==> src/hw/rtl/jefs_pkg.sv <==
package jefs_pkg;

   // Marker codes recognised while scanning for the start of the payload.
   localparam logic [7:0] MK_FILL  = 8'hFF;
   localparam logic [7:0] MK_SOI   = 8'hD8;
   localparam logic [7:0] MK_APP0  = 8'hE0;
   localparam logic [7:0] MK_APP1  = 8'hE1;
   localparam logic [7:0] MK_APP13 = 8'hED;
   localparam logic [7:0] MK_COM   = 8'hFE;

   // Bytes of the length field that count towards a segment length.
   localparam logic [15:0] LEN_FIELD_BYTES = 16'd2;

   // Phase codes reported with every result.
   localparam logic [1:0] PHASE_SCAN    = 2'd0;
   localparam logic [1:0] PHASE_COLLECT = 2'd1;
   localparam logic [1:0] PHASE_DONE    = 2'd2;
   localparam logic [1:0] PHASE_FAILED  = 2'd3;

   // Scanner states, one-hot.
   typedef enum logic [6:0] {
      ST_SCAN    = 7'b0000001,
      ST_LEN_HI  = 7'b0000010,
      ST_LEN_LO  = 7'b0000100,
      ST_SKIP    = 7'b0001000,
      ST_COLLECT = 7'b0010000,
      ST_FAILED  = 7'b0100000,
      ST_DONE    = 7'b1000000
   } state_type;

   // One result transaction.
   typedef struct packed {
      logic        data_valid;
      logic [7:0]  data_byte;
      logic [15:0] data_index;
      logic [15:0] payload_length;
      logic        payload_last;
      logic [1:0]  phase;
   } result_type;

endpackage

==> src/hw/rtl/jefs_scan.sv <==
module jefs_scan (
   input  logic               clock,
   input  logic               reset,
   input  logic               accept,
   input  logic               mode,
   input  logic [7:0]         byte_value,
   output jefs_pkg::result_type result
);
   import jefs_pkg::*;

   state_type   state_ff, state_in;
   logic [15:0] seg_len_ff, seg_len_in;
   logic        skip_ff, skip_in;
   logic [15:0] copied_ff, copied_in;

   logic [15:0] len_full;
   logic [15:0] copied_next;
   logic [15:0] skip_left;

   assign len_full    = seg_len_ff | {8'h00, byte_value};
   assign copied_next = copied_ff + 16'd1;
   assign skip_left   = seg_len_ff - 16'd1;

   // Next state and result for the byte on offer.
   always_comb begin
      state_in   = state_ff;
      seg_len_in = seg_len_ff;
      skip_in    = skip_ff;
      copied_in  = copied_ff;
      result     = '0;

      if (mode) begin
         state_in   = ST_SCAN;
         seg_len_in = '0;
         skip_in    = 1'b0;
         copied_in  = '0;
      end else begin
         case (state_ff)
            ST_SCAN: begin
               if (byte_value == MK_FILL || byte_value == MK_SOI) begin
                  state_in = ST_SCAN;
               end else if (byte_value == MK_APP0 || byte_value == MK_APP13 ||
                            byte_value == MK_COM) begin
                  skip_in  = 1'b1;
                  state_in = ST_LEN_HI;
               end else if (byte_value == MK_APP1) begin
                  skip_in  = 1'b0;
                  state_in = ST_LEN_HI;
               end else begin
                  // Raw EXIF: this byte already is the length high byte.
                  skip_in    = 1'b0;
                  seg_len_in = {byte_value, 8'h00};
                  state_in   = ST_LEN_LO;
               end
            end
            ST_LEN_HI: begin
               seg_len_in = {byte_value, 8'h00};
               state_in   = ST_LEN_LO;
            end
            ST_LEN_LO: begin
               skip_in = 1'b0;
               if (skip_ff) begin
                  // A short skip length skips nothing.
                  if (len_full <= LEN_FIELD_BYTES) begin
                     seg_len_in = '0;
                     state_in   = ST_SCAN;
                  end else begin
                     seg_len_in = len_full - LEN_FIELD_BYTES;
                     state_in   = ST_SKIP;
                  end
               end else if (len_full == 16'd0) begin
                  seg_len_in = len_full;
                  state_in   = ST_FAILED;
               end else begin
                  seg_len_in = len_full;
                  copied_in  = '0;
                  state_in   = ST_COLLECT;
               end
            end
            ST_SKIP: begin
               seg_len_in = skip_left;
               if (skip_left == 16'd0) begin
                  state_in = ST_SCAN;
               end
            end
            ST_COLLECT: begin
               result.data_valid = 1'b1;
               result.data_byte  = byte_value;
               result.data_index = copied_ff;
               copied_in         = copied_next;
               if (copied_next == seg_len_ff) begin
                  result.payload_last = 1'b1;
                  state_in            = ST_DONE;
               end
            end
            ST_FAILED, ST_DONE: begin
               state_in = state_ff;
            end
            default: begin
               state_in   = ST_SCAN;
               seg_len_in = '0;
               skip_in    = 1'b0;
               copied_in  = '0;
            end
         endcase

         // Length and phase follow the state after this byte.
         case (state_in)
            ST_COLLECT: begin
               result.phase          = PHASE_COLLECT;
               result.payload_length = seg_len_in;
            end
            ST_DONE: begin
               result.phase          = PHASE_DONE;
               result.payload_length = seg_len_in;
            end
            ST_FAILED: begin
               result.phase = PHASE_FAILED;
            end
            default: begin
               result.phase = PHASE_SCAN;
            end
         endcase
      end
   end

   // Scanner state advances on each accepted transaction.
   always_ff @(posedge clock) begin
      if (reset) begin
         state_ff   <= ST_SCAN;
         seg_len_ff <= '0;
         skip_ff    <= 1'b0;
         copied_ff  <= '0;
      end else if (accept) begin
         state_ff   <= state_in;
         seg_len_ff <= seg_len_in;
         skip_ff    <= skip_in;
         copied_ff  <= copied_in;
      end
   end

`ifndef SYNTHESIS
   a_last_is_payload: assert property (@(posedge clock) disable iff (reset)
      accept && result.payload_last |-> result.data_valid && result.phase == PHASE_DONE)
      else $error("last flag without a final payload byte");

   a_count_steps: assert property (@(posedge clock) disable iff (reset)
      accept && !mode && state_ff == ST_COLLECT |=> copied_ff == $past(copied_ff) + 16'd1)
      else $error("payload counter did not advance by one");

   a_done_holds: assert property (@(posedge clock) disable iff (reset)
      accept && !mode && (state_ff == ST_DONE || state_ff == ST_FAILED)
      |=> state_ff == $past(state_ff))
      else $error("terminal state left without restart");

   a_valid_in_payload: assert property (@(posedge clock) disable iff (reset)
      accept && result.data_valid
      |-> result.phase == PHASE_COLLECT || result.phase == PHASE_DONE)
      else $error("payload byte outside the payload phases");
`endif

endmodule

==> src/hw/rtl/jefs_out_reg.sv <==
module jefs_out_reg (
   input  logic                 clock,
   input  logic                 reset,
   input  logic                 in_valid,
   output logic                 in_ready,
   input  jefs_pkg::result_type in_result,
   output logic                 out_valid,
   input  logic                 out_ready,
   output jefs_pkg::result_type out_result
);
   import jefs_pkg::*;

   logic       valid_ff, valid_in;
   result_type result_ff;

   // The register takes a new result whenever it is empty or being drained.
   assign in_ready = !valid_ff || out_ready;
   assign valid_in = in_valid || (valid_ff && !out_ready);

   always_ff @(posedge clock) begin
      if (reset) begin
         valid_ff <= 1'b0;
      end else begin
         valid_ff <= valid_in;
      end
   end

   // Payload needs no reset.
   always_ff @(posedge clock) begin
      if (in_valid && in_ready) begin
         result_ff <= in_result;
      end
   end

   assign out_valid  = valid_ff;
   assign out_result = result_ff;

endmodule

==> src/hw/rtl/jpeg_exif_segment_finder.sv <==
// A result is registered and appears on the rsp_ side in the cycle after its byte is accepted.
// Throughput: one byte per cycle while the rsp_ side is ready; the scanner state register
// is updated once per accepted byte and a result register decouples the two sides.
// Reset (synchronous, active high) returns the scanner to marker search and
// empties the result register; a restart byte (tuser high) does the same to the state.
module jpeg_exif_segment_finder (
   input  logic        clock,
   input  logic        reset,
   input  logic        req_tvalid,
   output logic        req_tready,
   input  logic [7:0]  req_tdata,   // [7:0] byte_value
   input  logic        req_tuser,   // [0] mode
   output logic        rsp_tvalid,
   input  logic        rsp_tready,
   output logic [39:0] rsp_tdata,   // [7:0] data_byte, [23:8] data_index,
                                    // [39:24] payload_length
   output logic [2:0]  rsp_tuser,   // [0] data_valid, [2:1] phase
   output logic        rsp_tlast    // payload_last
);
   import jefs_pkg::*;

   logic       accept;
   result_type scan_result;
   result_type out_result;

   assign accept = req_tvalid && req_tready;

   jefs_scan u_scan (
      .clock      (clock),
      .reset      (reset),
      .accept     (accept),
      .mode       (req_tuser),
      .byte_value (req_tdata),
      .result     (scan_result)
   );

   jefs_out_reg u_out_reg (
      .clock      (clock),
      .reset      (reset),
      .in_valid   (req_tvalid),
      .in_ready   (req_tready),
      .in_result  (scan_result),
      .out_valid  (rsp_tvalid),
      .out_ready  (rsp_tready),
      .out_result (out_result)
   );

   // Pack the result transaction onto the stream fields.
   assign rsp_tdata = {out_result.payload_length, out_result.data_index,
                       out_result.data_byte};
   assign rsp_tuser = {out_result.phase, out_result.data_valid};
   assign rsp_tlast = out_result.payload_last;

endmodule
==> config.mk <==
export PLATFORM = sky130hd
export DESIGN_NAME = jpeg_exif_segment_finder
export DESIGN_NICKNAME = d
export VERILOG_FILES = /design/src/hw/rtl/jefs_pkg.sv /design/src/hw/rtl/jefs_scan.sv /design/src/hw/rtl/jefs_out_reg.sv /design/src/hw/rtl/jpeg_exif_segment_finder.sv
export SDC_FILE = /design/constraint.sdc
export NUM_CORES = 1
export LEC_CHECK = 0
export BUFFER_PORTS_ARGS = -buffer_cell sky130_fd_sc_hd__buf_2
export CELL_PAD_IN_SITES_DETAIL_PLACEMENT = 2
export CELL_PAD_IN_SITES_GLOBAL_PLACEMENT = 2
export CORE_ASPECT_RATIO = 1.5
export CORE_MARGIN = 3
export CORE_UTILIZATION = 38
export CTS_CLUSTER_SIZE = 40
export DETAILED_ROUTE_END_ITERATION = 7
export PLACE_DENSITY = 0.88
export REMOVE_ABC_BUFFERS = 1
export SKIP_CTS_REPAIR_TIMING = 1
export SLEW_MARGIN = 20
export SYNTH_ARGS = -nofsm -noshare
export SYNTH_HDL_FRONTEND = slang
export SYNTH_SLANG_ARGS = --single-unit
export TNS_END_PERCENT = 20
==> constraint.sdc <==
create_clock -name clock -period 5.9 [get_ports clock]
set_input_delay 0.295 -clock clock [delete_from_list [all_inputs] [get_ports clock]]
set_output_delay 0.295 -clock clock [all_outputs]
set_load 0.1 [all_outputs]
==> metrics, run 1 <==
Post-Synth XOR/XNOR Area=4.692%; # fillers=1456; final instance area=5817 um2; WL final=20360 um; critical path launch point type=flop; Core ar.=13210 um2; DP HPWL=14080 um; vias per cell=6.518; hold_sp=req_tvalid; worst path cell trace=nor4_1 -> and3_1 -> nand2b_1 -> inv_1 -> nand2_1 -> or3_1 -> a21oi_1; Period Utilization, post-route=58.29%; Die X=101.8 um; root buffer cell=clkbuf_16; DRC=0; CTS Sinks=85; status=complete, no violations; first-pass GRT wire length=32440 um; RD Place Congestion=0.9556; Post-Synth Simple-Gate Area=26.57%; setup tns final=0 ps; placed cells=787; Critical Path Start=u_scan.state_ff[1]$_SDFFE_PP0P_; layout cell share with drive strength beyond 1=14.91%; crit path max fanout=31; leakage=2.189 nW; clk_lat worst skew=350 ps; number of synthesized flops with an enable pin=44; Total GRT Usage=27.96%; Max Freq=290.8 MHz; crit path kind=reg2reg; Compound-Gate Fraction of Synth Area=20.11%; row cnt=51; cell at the slowest stage of the critical path=inv_1; Clock Skew=8.501 ps; Final min period=3439 ps; 1st-pass router iterations=5; Yosys reg bits=85; CP Capture Type=flop; H-tree levels=3; VDD IR max=110.5 uV; DP Area=5502 um2; worst-margin pin slew=1007 ps; Syn Std Cell Area=5226 um2; initial antenna violation count=0; Min-Delay Path Class=in2reg; CP required=6170 ps; via count=5234; Main synth FF type=edfxtp_1; ant diodes=0; Max Slew Vio Count=0; RSZ-0062 raised after global routing=false; TritonCTS clock tree=built; Clock Tree Buf Depth=2; synth top area cells=edfxtp_1, dfxtp_1, a21oi_1, nor2_1, o21ai_0; Slowest Stage Delay on Critical Path=830 ps; max-cap violations=0; Mapped Avg Cell Area=8.443 um2; GRT overflow=0; top post-synthesis cells by count=nor2_1, nand2_1, a21oi_1; main combinational cell family by area after synthesis=simple AND/OR/NAND/NOR gates; reg2reg start=u_scan.state_ff[1]$_SDFFE_PP0P_; synth unique cells=70; Port Buf Inserts=58; Num CTS Buffers=9; full die area=15230 um2; largest net degree at the start of global routing=53; Layout area overhead=11.30%; Net count, final=656; register area share after synthesis=40.99%; vias in the first global route=5748; Initial Util=39.57%; Max-slew headroom=32.84%; most frequent cell after synthesis=nor2_1; area share of the largest cell type after synthesis=25.28%; Post-Layout Cell Count=803; Die Y=149.6 um; mux contribution to synthesized area=1.006%; DRT antenna net count=0; Initial DRC Count=283; post-synth top area cell=edfxtp_1; Adder-Cell Fraction of Synth Area=0.9576%; Yosys warning total=0; Final setup viols=0; clock transition at the registers of the reported paths=60 ps; WL/cell=25.36 um; Synth Instances=619; Post-synth ARST share=0%; PwrDens=260.0 nW/um2; endpoints failing hold=0; CP arrival=3710 ps; io pins=59
==> worst max-delay path: cells and delay by family, from the launching register on <==
kind                   cells  cell delay (ps)
AO/OA/AOI/OAI              1              130
flip-flops                 1              370
AND/OR/NAND/NOR            5             2020
buffers and inverters      1              830
==> flip-flops by register name, summed over array words and instances, names as in the netlist <==
signal,cells
u_out_reg.out_result,44
u_out_reg.out_valid,1
u_scan.copied_ff,16
u_scan.seg_len_ff,16
u_scan.skip_ff,1
u_scan.state_ff,7
==> through the flow <==
stage                     setup slack [ps]  power [mW]  util [%]  hold WS (ps)
after floorplan                       1167      0.8372         -         364.1
after global placement                2756      0.8957     41.59         483.5
after detailed placement              2543      0.9039     41.65         526.2
after CTS                             2435       1.518     44.00         195.5
after global routing                  2109       1.551     44.04         203.9
final                                 2461       1.512     44.04         197.6
==> worst paths after layout <==
path                                                          to  slack, ps  cells past startpoint
worst min-delay path              u_out_reg.out_valid$_SDFF_PP0_        200                      3
worst max register to register  u_scan.copied_ff[3]$_SDFFE_PP0P_       2460                      7
worst min register to register    u_out_reg.out_valid$_SDFF_PP0_        530                      2
worst max-delay path            u_scan.copied_ff[3]$_SDFFE_PP0P_       2460                      7
==> cells in the final DEF (no fill, tap or decap), drive strengths merged, types with 5 or more instances in the layout <==
cell type	synthesis	routed
nor2	64	64
buf	23	62
nand2	57	57
a21oi	50	50
edfxtp	44	44
o21ai	44	44
dfxtp	41	41
and2	22	22
nand3	21	21
xnor2	18	18
nand4	18	18
nor3	18	18
nor4	14	14
inv	12	13
clkbuf	30	12
and3	10	10
xor2	10	10
a31oi	9	9
a22oi	7	7
or3	7	7
nand4b	6	6
a221oi	6	6
a22o	6	6
o22ai	5	5
nand2b	5	5
a211oi	5	5
==> area by class of cell <==
class / instances / area, um2 / area share [%]
multi-input combinational: 468 / 2796 / 48.07
sequential: 85 / 2142 / 36.83
timing repair buffer: 62 / 320.3 / 5.507
clock buffer: 12 / 236.5 / 4.065
tap: 159 / 198.9 / 3.420
clock inverter: 4 / 73.82 / 1.269
inverter: 13 / 48.80 / 0.8389
==> where the power goes <==
group          switching (mW)  leakage (nW)  internal, mW
clock network           0.246         0.151         0.372
registers              0.0136         0.773         0.638
logic                   0.198          1.27        0.0447
==> layer usage <==
layer	vias to the layer above	track usage, %	part of all wire, %
met3	71	4.058	3.3
li1	2317	-	-
met2	170	51.34	55
met1	2676	29.77	36
met4	0	15.77	5.0
met5	-	0	0
==> cell families (layout without fill, tap and decap cells) <==
family,count (synthesis),in the layout
muxes,5,5
DFF,85,85
AOI/OAI and AO/OA,165,165
xor gates and xnor gates,28,28
buffers and inverters,66,91
and+or+nand+nor,266,266
adders and majority gates,4,4
Power figures use the tool's default switching activity.
==> run 2, diff against run 1 <==
--- a/config.mk
+++ b/config.mk
@@ -10,10 +10,10 @@
 export CELL_PAD_IN_SITES_GLOBAL_PLACEMENT = 2
 export CORE_ASPECT_RATIO = 1.5
 export CORE_MARGIN = 3
-export CORE_UTILIZATION = 38
+export CORE_UTILIZATION = 32
 export CTS_CLUSTER_SIZE = 40
 export DETAILED_ROUTE_END_ITERATION = 7
-export PLACE_DENSITY = 0.88
+export PLACE_DENSITY = 0.79
 export REMOVE_ABC_BUFFERS = 1
 export SKIP_CTS_REPAIR_TIMING = 1
 export SLEW_MARGIN = 20
==> constraint.sdc (replaced) <==
create_clock -name clock -period 2.75 [get_ports clock]
set_input_delay 0.1375 -clock clock [delete_from_list [all_inputs] [get_ports clock]]
set_output_delay 0.1375 -clock clock [all_outputs]
set_load 0.1 [all_outputs]
==> run 2 against run 1 <==
  * Sequential power is 110% higher
  * Clock skew is 0.70 ps higher
  * Sequential cell count stayed put
  * Global-route usage is 2.9 points lower
  * Total power is 110% higher
  * Core utilization is 3.9 points lower
  * Sequential share of layout area is 3.0 points lower
  * Maximum frequency is 28% higher
  * Critical path depth is 1 higher
  * Largest cell class unchanged
==> metrics, run 2 (synthesized netlist as in run 1, its figures left out) <==
TritonCTS clock tree=built; CP arrival=2790 ps (-920 ps); CTS Sinks=85 (unchanged); DRC=0 (unchanged); most frequent cells in the layout=nor2_1, buf_4, buf_2; PwrDens=499.0 nW/um2 (+92%); GRT overflow=0 (unchanged); CP dominant cell by count=buf_4; leakage=2.506 nW (+14%); critical path launch point type=flop; Slowest Stage Delay on Critical Path=500 ps (-330 ps); Die X=110.3 um (+8.4%); largest net degree at the start of global routing=26 (-51%); H-tree levels=3 (unchanged); crit path kind=reg2reg; Largest register FFs=44 (unchanged); 1st-pass router iterations=4 (-1); Die Y=162.5 um (+8.6%); DP HPWL=16370 um (+16%); max-cap violations=0 (unchanged); Core ar.=15840 um2 (+20%); Num CTS Buffers=9 (unchanged); ant diodes=0 (unchanged); via count=5378 (+2.8%); VDD IR max=223.5 uV (+100%); RD Place Congestion=0.9347 (-2.2%); Final WS setup=67.36 ps (-2394 ps); initial antenna violation count=0 (unchanged); WL/cell=23.80 um (-6.1%); crit-path leading delay family=simple AND/OR/NAND/NOR gates; Clock Tree Buf Depth=2 (unchanged); first-pass GRT wire length=33710 um (+3.9%); final design utilization=40.12% (-3.9 points); cell at the slowest stage of the critical path=nor4_1; WL final=21560 um (+5.9%); pre-CTS setup slack=31.73 ps (-2512 ps); crit path max fanout=7 (-77%); Max-slew headroom=64.22% (+31 points); layout cell share with drive strength beyond 1=23.19% (+8.3 points); Total Power=3.170 mW (+110%); Max Slew Vio Count=0 (unchanged); Final min period=2683 ps (-756.3 ps); vias per cell=5.936 (-8.9%); commonest non-fill, non-tap cell in the layout=nor2_1; io pins=59 (unchanged); row cnt=56 (+9.8%); Total GRT Usage=25.10% (-2.9 points); vias in the first global route=5873 (+2.2%); clk_lat worst skew=350 ps (about the same); Net count, final=715 (+9.0%); Period Utilization, post-route=97.55% (+39 points); CP required=2860 ps (-3310 ps); DRT antenna net count=0 (unchanged); status=complete, no violations; full die area=17930 um2 (+18%); Layout area overhead=21.55%; worst-margin pin slew=533.2 ps (-474.2 ps); Initial Util=33.00% (-6.6 points); clock transition at the registers of the reported paths=70 ps (about the same); Max Freq=372.8 MHz (+28%); critical path buffer and inverter count=2 (+1); Final setup viols=0 (unchanged); endpoints failing hold=0 (unchanged); Initial DRC Count=210 (-26%); Port Buf Inserts=58 (unchanged); Clock Skew=9.202 ps (+0.7009 ps); root buffer cell=clkbuf_16; worst path cell trace=nor4_1 -> buf_4 -> o2111a_1 -> buf_4 -> nand4b_1 -> o21ai_0 -> a221o_1 -> nor2b_1; setup tns final=0 ps (unchanged); CP Capture Type=flop; # fillers=1829 (+26%); Min-Delay Path Class=in2reg
[run 2: cell count changes in the layout (fill, tap and decap cells not counted), sizes merged]
| cell | change |
|---|---|
| buf | +59 |
| inv | +3 |
| bufinv | -2 |
| clkbuf | -2 |
| clkinvlp | +1 |
[run 2: report_power, final]
part	switching, mW	internal, mW
clock	0.565	0.645
combinational	0.443	0.129
sequential	0.0194	1.37
[run 2: layer usage]
metal | up-vias | wire length (um) | GRT usage, %
li1 | 2441 | - | -
met1 | 2708 | 7466 | 25.21
met2 | 146 | 11820 | 46.74
met3 | 83 | 660 | 3.094
met4 | 0 | 1612 | 16.75
met5 | - | 0 | 0
[run 2: area by class of cell]
type / count / area [um2] / area share (%)
multi-input cells: 468 / 2804 / 44.14
clock inverters: 6 / 45.04 / 0.7091
inverters: 13 / 48.80 / 0.7682
well taps: 203 / 254.0 / 3.998
flip-flops and latches: 85 / 2148 / 33.82
clock buffers: 10 / 239.0 / 3.762
repair buffers: 121 / 813.3 / 12.80
[run 2: path summary, 6_finish.rpt]
kind | cells after the start | slack (ps) | from | to
max | 8 | 70 | u_scan.seg_len_ff[14]$_SDFFE_PP0P_ | u_out_reg.out_result[13]$_SDFFCE_PP0P_
max reg2reg | 8 | 70 | u_scan.seg_len_ff[14]$_SDFFE_PP0P_ | u_out_reg.out_result[13]$_SDFFCE_PP0P_
min | 3 | 40 | req_tvalid | u_out_reg.out_valid$_SDFF_PP0_
min reg2reg | 2 | 540 | u_scan.copied_ff[9]$_SDFFE_PP0P_ | u_scan.copied_ff[9]$_SDFFE_PP0P_
[run 2: worst min-delay path, stage by stage]
cell and delay (ps):
buf_2 100, inv_1 50, a21oi_1 50
[run 2: per-stage QoR]
step	cells	area (um2)	hold WS, ps
2_1_floorplan	566	4979	206.6
3_3_place_gp	887	6023	387.0
3_5_place_dp	887	6023	402.3
4_1_cts	903	6307	32.03
5_1_grt	906	6352	70.04
6_report	906	6352	35.52
==> run 3, diff against run 2 <==
--- a/config.mk
+++ b/config.mk
@@ -5,15 +5,16 @@
 export SDC_FILE = /design/constraint.sdc
 export NUM_CORES = 1
 export LEC_CHECK = 0
+export ABC_AREA = 1
 export BUFFER_PORTS_ARGS = -buffer_cell sky130_fd_sc_hd__buf_2
 export CELL_PAD_IN_SITES_DETAIL_PLACEMENT = 2
 export CELL_PAD_IN_SITES_GLOBAL_PLACEMENT = 2
 export CORE_ASPECT_RATIO = 1.5
 export CORE_MARGIN = 3
-export CORE_UTILIZATION = 32
+export CORE_UTILIZATION = 30
 export CTS_CLUSTER_SIZE = 40
 export DETAILED_ROUTE_END_ITERATION = 7
-export PLACE_DENSITY = 0.79
+export PLACE_DENSITY = 0.8
 export REMOVE_ABC_BUFFERS = 1
 export SKIP_CTS_REPAIR_TIMING = 1
 export SLEW_MARGIN = 20
==> run 3 against run 2 <==
  * Synthesized cell count is 31% higher
  * Worst hold slack better by 7.5 ps
  * Clock-buffer cell count is 2 higher
  * Maximum frequency is 3.7% higher
  * Sequential cell count stayed put
  * Sequential share of layout area is 0.77 points lower
  * Clock skew is 1.1 ps lower
  * Core utilization is 4.1 points lower
  * Critical path type unchanged
  * Highest routed layer unchanged
==> metrics, run 3 <==
status=complete, no violations; TritonCTS clock tree=built; Port Buf Inserts=58 (unchanged); Clock Skew=8.144 ps (-1.058 ps); Syn Std Cell Area=5517 um2 (+5.6%); root buffer cell=clkbuf_16; Die X=116.7 um (+5.8%); GRT overflow=0 (unchanged); setup tns final=0 ps (unchanged); Main synth FF type=edfxtp_1; Yosys warning total=0 (unchanged); clk_lat worst skew=350 ps (about the same); Yosys reg bits=85 (unchanged); most frequent cells in the layout=nand2_1, nor2_1, inv_1; Max-slew headroom=38.52% (-26 points); number of synthesized flops with an enable pin=44 (unchanged); Num CTS Buffers=9 (unchanged); CP Capture Type=flop; post-synth top area cell=edfxtp_1; via count=5696 (+5.9%); WL/cell=19.54 um (-18%); max-cap violations=0 (unchanged); PwrDens=532.6 nW/um2 (+6.7%); Clock Tree Buf Depth=2 (unchanged); final design utilization=36.02% (-4.1 points); area share of the largest cell type after synthesis=23.95% (-1.3 points); Synth Instances=810 (+31%); Core ar.=18020 um2 (+14%); 1st-pass router iterations=4 (unchanged); VDD IR max=305.2 uV (+37%); Net count, final=893 (+25%); vias per cell=5.188 (-13%); Largest register FFs=44 (unchanged); DP Area=6123 um2 (+1.7%); vias in the first global route=6306 (+7.4%); worst-margin pin slew=922.2 ps (+389.0 ps); leakage=2.844 nW (+14%); Post-Layout Cell Count=1098 (+21%); reg2reg start=u_scan.copied_ff[1]$_SDFFE_PP0P_; placed cells=1079 (+22%); H-tree levels=3 (unchanged); CTS Sinks=85 (unchanged); ant diodes=0 (unchanged); synth top area cells=edfxtp_1, dfxtp_1, nand2_1, nor2_1, inv_1; synth unique cells=40 (-43%); CP required=2840 ps (-20 ps); Final setup viols=0 (unchanged); Worst Hold Slack=43.05 ps (+7.530 ps); Layout area overhead=17.65%; layout cell share with drive strength beyond 1=15.32% (-7.9 points); # fillers=2180 (+19%); Post-synth ARST share=0% (unchanged); final instance area=6490 um2 (+2.2%); Total GRT Usage=22.13% (-3.0 points); endpoints failing hold=0 (unchanged); Die Y=172.1 um (+5.9%); hold_sp=req_tvalid; most frequent cell after synthesis=nand2_1; Critical Path Start=u_scan.copied_ff[1]$_SDFFE_PP0P_; register area share after synthesis=38.83% (-2.2 points); crit path kind=reg2reg; Final min period=2587 ps (-95.63 ps); DP HPWL=16340 um (-0.20%); first-pass GRT wire length=33820 um (+0.35%); Mapped Avg Cell Area=6.811 um2 (-19%); row cnt=60 (+7.1%); CP arrival=2680 ps (-110 ps); full die area=20090 um2 (+12%); WL final=21460 um (-0.48%); Max Slew Vio Count=0 (unchanged); critical path launch point type=flop; Min-Delay Path Class=in2reg; clock transition at the registers of the reported paths=70 ps (about the same); initial antenna violation count=0 (unchanged); Period Utilization, post-route=94.07% (-3.5 points); Initial DRC Count=246 (+17%); RD Place Congestion=0.8650 (-7.5%); Total Power=3.456 mW (+9.0%); Max Freq=386.5 MHz (+3.7%); top post-synthesis cells by count=nand2_1, nor2_1, inv_1; Initial Util=30.62% (-2.4 points); DRC=0 (unchanged); pre-CTS setup slack=-10.38 ps (-42.11 ps); commonest non-fill, non-tap cell in the layout=nand2_1; io pins=59 (unchanged); Final WS setup=163.0 ps (+95.63 ps); largest net degree at the start of global routing=42 (+62%); crit path max fanout=7 (unchanged); DRT antenna net count=0 (unchanged)
-- run 3: worst paths after layout --
| kind | cells past startpoint | end | slack (ps) |
|---|---|---|---|
| worst min register to register | 2 | u_scan.state_ff[4]$_SDFFE_PP0P_ | 470 |
| worst max register to register | 15 | u_out_reg.out_result[14]$_SDFFCE_PP0P_ | 160 |
| worst min-delay path | 3 | u_out_reg.out_valid$_SDFF_PP0_ | 40 |
| worst max-delay path | 15 | u_out_reg.out_result[14]$_SDFFCE_PP0P_ | 160 |
-- run 3: cell families (layout without fill, tap and decap cells) --
kind of cell | count (synthesis) | count (layout) | share of synthesized area (%)
AND/OR/NAND/NOR | 484 | 485 | 39.35
buffers and inverters | 134 | 204 | 9.594
AO/OA/AOI/OAI | 86 | 86 | 8.347
flip-flops | 85 | 85 | 38.83
XOR/XNOR | 17 | 17 | 2.971
adder cells (fa/ha/maj) | 4 | 4 | 0.9073
-- run 3: power by group --
group / internal (mW) / switching, mW
combinational: 0.140 / 0.546
sequential: 1.38 / 0.0390
clock: 0.820 / 0.526
-- run 3: per-layer routing --
metal	wire (um)	GRT usage (%)	vias to the layer above
li1	-	-	2744
met1	8273	23.82	2853
met2	12270	43.47	66
met3	315	2.451	33
met4	597	7.585	0
met5	0	0	-
-- run 3: cell type report --
| cell class | instances | area, um2 | share of cell area, % |
|---|---|---|---|
| clock buffer | 12 | 246.5 | 3.798 |
| clock inverter | 4 | 71.32 | 1.099 |
| inverter | 103 | 386.6 | 5.957 |
| timing repair buffer | 85 | 505.5 | 7.789 |
| sequential | 85 | 2145 | 33.04 |
| tap | 217 | 271.5 | 4.184 |
| multi-input combinational | 592 | 2864 | 44.13 |
-- run 3: critical path, stage by stage, from the launching register on --
cell and delay (ps):
dfxtp_1 400, ha_2 250, nand3_4 130, nor2_4 200, nand2_1 90, nand3_1 110
nand3_1 90, nor2_1 150, nand3_1 120, nor2_2 140, nand2_1 80, nand2_2 100
nand2_4 80, nor2_8 130, buf_4 200, nor3_2 50
